### config.mk
export PLATFORM = sky130hd
export DESIGN_NAME = swp_mac
export DESIGN_NICKNAME = d
export VERILOG_FILES = /design/src/rtl/core/swp_pkg.sv /design/src/rtl/core/swp_mac.sv
export SDC_FILE = /design/constraint.sdc
export NUM_CORES = 1
export LEC_CHECK = 0
export BUFFER_PORTS_ARGS = -buffer_cell sky130_fd_sc_hd__buf_2
export CELL_PAD_IN_SITES_DETAIL_PLACEMENT = 1
export CELL_PAD_IN_SITES_GLOBAL_PLACEMENT = 1
export CORE_ASPECT_RATIO = 0.6
export CORE_UTILIZATION = 49
export CTS_CLUSTER_DIAMETER = 120
export DETAILED_ROUTE_END_ITERATION = 7
export GPL_ROUTABILITY_DRIVEN = 0
export PLACE_DENSITY_LB_ADDON = 0.1
export SYNTH_ARGS = -nofsm -noshare
export SYNTH_HDL_FRONTEND = slang
export SYNTH_SLANG_ARGS = --single-unit
### constraint.sdc
create_clock -name clk -period 15 [get_ports clk]
set_input_delay 3 -clock clk [delete_from_list [all_inputs] [get_ports clk]]
set_output_delay 3 -clock clk [all_outputs]
set_load 0.01 [all_outputs]
### src/rtl/core/swp_pkg.sv
package swp_pkg;

  localparam int HaasDepth     = 64;
  localparam int AllpassStages = 4;
  localparam int SampleW       = 24;
  localparam int WideW         = 28;
  localparam int CfgIdxW       = 3;
  localparam int CfgDataW      = 18;
  localparam int ApTotal       = 296;
  localparam int ApAddrW       = 9;
  localparam int AccW          = 72;

  localparam logic [CfgIdxW-1:0] REG_BASS_COEFF   = 3'd0;
  localparam logic [CfgIdxW-1:0] REG_MID_GAIN     = 3'd1;
  localparam logic [CfgIdxW-1:0] REG_SIDE_GAIN    = 3'd2;
  localparam logic [CfgIdxW-1:0] REG_DECOR_AMOUNT = 3'd3;
  localparam logic [CfgIdxW-1:0] REG_HAAS_AMOUNT  = 3'd4;
  localparam logic [CfgIdxW-1:0] REG_HAAS_DELAY   = 3'd5;
  localparam logic [CfgIdxW-1:0] REG_BASS_NARROW  = 3'd6;

  function automatic logic [6:0] ap_len(input logic [2:0] k);
    case (k)
      3'd0: ap_len = 7'd7;
      3'd1: ap_len = 7'd19;
      3'd2: ap_len = 7'd37;
      3'd3: ap_len = 7'd67;
      3'd4: ap_len = 7'd11;
      3'd5: ap_len = 7'd29;
      3'd6: ap_len = 7'd47;
      default: ap_len = 7'd79;
    endcase
  endfunction

  function automatic logic [ApAddrW-1:0] ap_base(input logic [2:0] k);
    case (k)
      3'd0: ap_base = 9'd0;
      3'd1: ap_base = 9'd7;
      3'd2: ap_base = 9'd26;
      3'd3: ap_base = 9'd63;
      3'd4: ap_base = 9'd130;
      3'd5: ap_base = 9'd141;
      3'd6: ap_base = 9'd170;
      default: ap_base = 9'd217;
    endcase
  endfunction

  function automatic logic [15:0] ap_gain(input logic [1:0] s);
    case (s)
      2'd0: ap_gain = 16'd32768;
      2'd1: ap_gain = 16'd39322;
      2'd2: ap_gain = 16'd36045;
      default: ap_gain = 16'd42598;
    endcase
  endfunction

endpackage

### src/rtl/core/swp_mac.sv
// Bit-serial multiply-accumulate: acc += a * b, one multiplier bit per cycle.
module swp_mac (
  input  logic                       clk,
  input  logic                       rst,
  input  logic                       start,
  input  logic                       clr,
  input  logic signed [swp_pkg::AccW-1:0] a,
  input  logic [17:0]                b,
  output logic                       busy,
  output logic signed [swp_pkg::AccW-1:0] acc
);

  logic signed [swp_pkg::AccW-1:0] mcand;
  logic [17:0] mplier;
  logic [4:0]  cnt;

  always_ff @(posedge clk) begin
    if (rst) begin
      busy <= 1'b0;
      cnt  <= '0;
    end else if (start) begin
      busy   <= 1'b1;
      cnt    <= 5'd18;
      mcand  <= a;
      mplier <= b;
      if (clr) begin
        acc <= '0;
      end
    end else if (busy) begin
      if (mplier[0]) begin
        acc <= acc + mcand;
      end
      mcand  <= mcand <<< 1;
      mplier <= mplier >> 1;
      cnt    <= cnt - 5'd1;
      if (cnt == 5'd1) begin
        busy <= 1'b0;
      end
    end
  end

endmodule

==> impl_results.md <==
- Largest net degree at the start of global routing: 120
- H-tree depth: 4
- Nets: 1,313
- I/O pin cnt: 167
- GRT Resource Usage Total: 27.4%
- Critical Path, Cell by Cell: buf_6, nor2_1, or2_2, nor2_4, buf_4
- Synth cell types: 67
- Reg2reg path depth: 12
- Crit end category: flop
- Ratio of cells with drive above 1 in the final layout: 27.8%
- Final wirelength: 30,800 um
- Max Root-Sink Buffers: 2
- Critical Path Start Type: primary input
- Area delta synth->final: 14.3%
- Final setup viols: 0
- Cell row count: 41
- Commonest non-fill, non-tap cell in the layout: buf_2
- Ys async rst share: 0%
- Final instance area: 12,400 um2
- First-pass GRT wire length: 48,500 um
- Pwr per Cell Area: 109 nW/um2
- DRT iter0 DRCs: 652
- Final Cycle Share: 37.4%
- Most frequent cells in the layout: buf_2, edfxtp_1, nor2_1
- CP peak stage delay: 0.78 ns
- Drt via density: 6.05
- Core Area: 21,400 um2
- # diodes: 0
- Syn. warnings: 0
- Max Fclk: 178 MHz
- Mux cell area share after synthesis: 9.73%
- Wire length per cell: 21.4 um
- Ys flop type: edfxtp_1
- Setup bufs post-CTS: 0
- Setup TNS: 0 ns
- Filler-free cell count of the finished design: 1,437
- Fill cells: 2,349
- Cells after Synth: 1,002
- Root Driver: clkbuf_16
- Synthesized cell area: 10,900 um2
- Area of the multi-input gates: 5590 um2
- Final Hold Fails: 0
- Maximum vdd drop: 72.6 uV
- Min-Delay Path Depth: 1
- Main combinational cell family by area after synthesis: compound AO/OA/AOI/OAI gates
- Die width: 194 um
- RSZ-0062 raised after global routing: false
- Fin util: 58.1%
- Worst slew pin tran: 0.989 ns
- Synth Area in Adders: 8.59%
- Crit Path Class: primary input to flop
- CP max-delay cell: nor2_4
- Final total power: 0.00135 W
- LEAKAGE: 4.95 nW
- Flop pwr share: 42.9%
- Clock power share: 32.7%
- Period minus WS final: 5.61 ns
- Slew headroom: 34.1%
- Switching pwr: 0.000427 W
- HP Class: flop to flop
- Total number of vias: 8,697
- Slew Viols, Final: 0
- Sink Count: 168
- Worst-path fanout max: 119
- Die area: 22,800 um2
- Reg clk slew, reported paths: 0.07 ns
- Vias in the first global route: 8,519
- Clock Skew: 0.0139 ns
- Max_cap viols: 0
- Port Buf Inserts: 166
- Synth Area in Simple Gates: 12.6%
- Logic pwr share: 24.4%
- Synth Area in XOR/XNOR: 5.00%
- Post-synth EDFFs: 162
- Placed cell area: 11,900 um2
- Seq/Total Area, Yosys: 45.9%
- Initial Utilization: 50.8%
- Cts bufs inserted: 17
- Number of hold buffers added after CTS: 0
- Hpwl dp: 22,800 um
- Outcome: completed
- DRC viols: 0
- Synth Register Bits: 168
- Worst EP arrival: 5.69 ns
- TritonRoute pass-1 iters: 8
- Grt total ovfl: 0
- Die height: 117 um
- Placed Instances: 1,405
- Post-synthesis compound-gate area fraction: 15.5%
- Avg Inst Size Synth: 10.8 um2
- CTS tree: done
- Post-synth net total: 1,170
- Initial antenna violation count: 1
- Worst Path Required: 15.08 ns
- Cts repair resizes: 0
- Switching Share: 31.5%
- Int Power: 0.000927 W
- Storage cell area: 4980 um2
- Worst-Skew Late Latency: 0.45 ns
- Antenna viol nets, final: 0
[per-layer routing]
metal  vias to the layer above  wire [um]  part of all wire [%]  track usage, %
li1                       4068          -                     -               -
met5                         -         13                 0.042               0
met1                      4334      15900                    52            42.9
met2                       271      12700                    41            38.1
met3                        22       1870                   6.1            6.33
met4                         2        226                  0.73            5.26
[cell usage after synthesis (14+ instances only)]
cell | n | share of area (%)
edfxtp_1 | 162 | 45
nor2_1 | 116 | 4.0
mux2_2 | 93 | 9.6
a21oi_1 | 81 | 3.7
ha_1 | 73 | 8.4
nand2_1 | 55 | 1.9
a21o_1 | 40 | 2.8
o21ai_0 | 40 | 1.8
xnor2_1 | 37 | 3.0
clkbuf_1 | 36 | 1.2
nor3_1 | 29 | 1.3
xor2_1 | 25 | 2.0
nand4_1 | 23 | 1.3
inv_1 | 17 | 0.59
nand3_1 | 14 | 0.64
[cell type report]
| class | count | share of cell area [%] |
|---|---|---|
| inverters | 17 | 0.524 |
| repair buffers | 169 | 6.92 |
| clock inverters | 14 | 1.12 |
| flip-flops and latches | 168 | 40.1 |
| multi-input cells | 772 | 45.0 |
| clock buffers | 18 | 3.46 |
| well taps | 279 | 2.81 |
[registers in the layout (all words and copies together), names as in the netlist]
name / cells
acc: 72
busy: 1
mcand: 72
cnt: 5
mplier: 18
[through the flow]
step	setup WS (ns)	hold WS [ns]
2_1_floorplan	7.78	0.512
3_3_place_gp	8.99	0.528
3_5_place_dp	8.88	0.537
4_1_cts	9.36	0.547
5_1_grt	9.20	0.570
6_report	9.39	0.542
[power groups by stage]
stage	registers, W	clock network (W)	logic, W
2_1_floorplan	0.000588	0	0.000231
3_3_place_gp	0.000588	0	0.000312
3_5_place_dp	0.000590	0	0.000323
4_1_cts	0.000581	0.000447	0.000328
5_1_grt	0.000584	0.000466	0.000361
6_report	0.000581	0.000442	0.000331
[cell families after synthesis]
logic type,after synthesis
muxes,94
xor gates and xnor gates,62
DFF,168
adders and majority gates,74
buffers and inverters,62
and+or+nand+nor,289
AOI/OAI and AO/OA,253
[final timing paths]
check	from	to	slack (ns)
max	start	acc[40]$_SDFFCE_PP0P_	9.39
min	mplier[4]$_DFFE_PP_	mplier[3]$_DFFE_PP_	0.54
max reg2reg	acc[0]$_SDFFCE_PP0P_	acc[56]$_SDFFCE_PP0P_	10.48
min reg2reg	mplier[4]$_DFFE_PP_	mplier[3]$_DFFE_PP_	0.54
[critical path, delay by kind of cell]
kind	cells	cell delay [ns]
and+or+nand+nor	3	1.25
buffers and inverters	2	1.41
(Power assumes the default switching activity.)
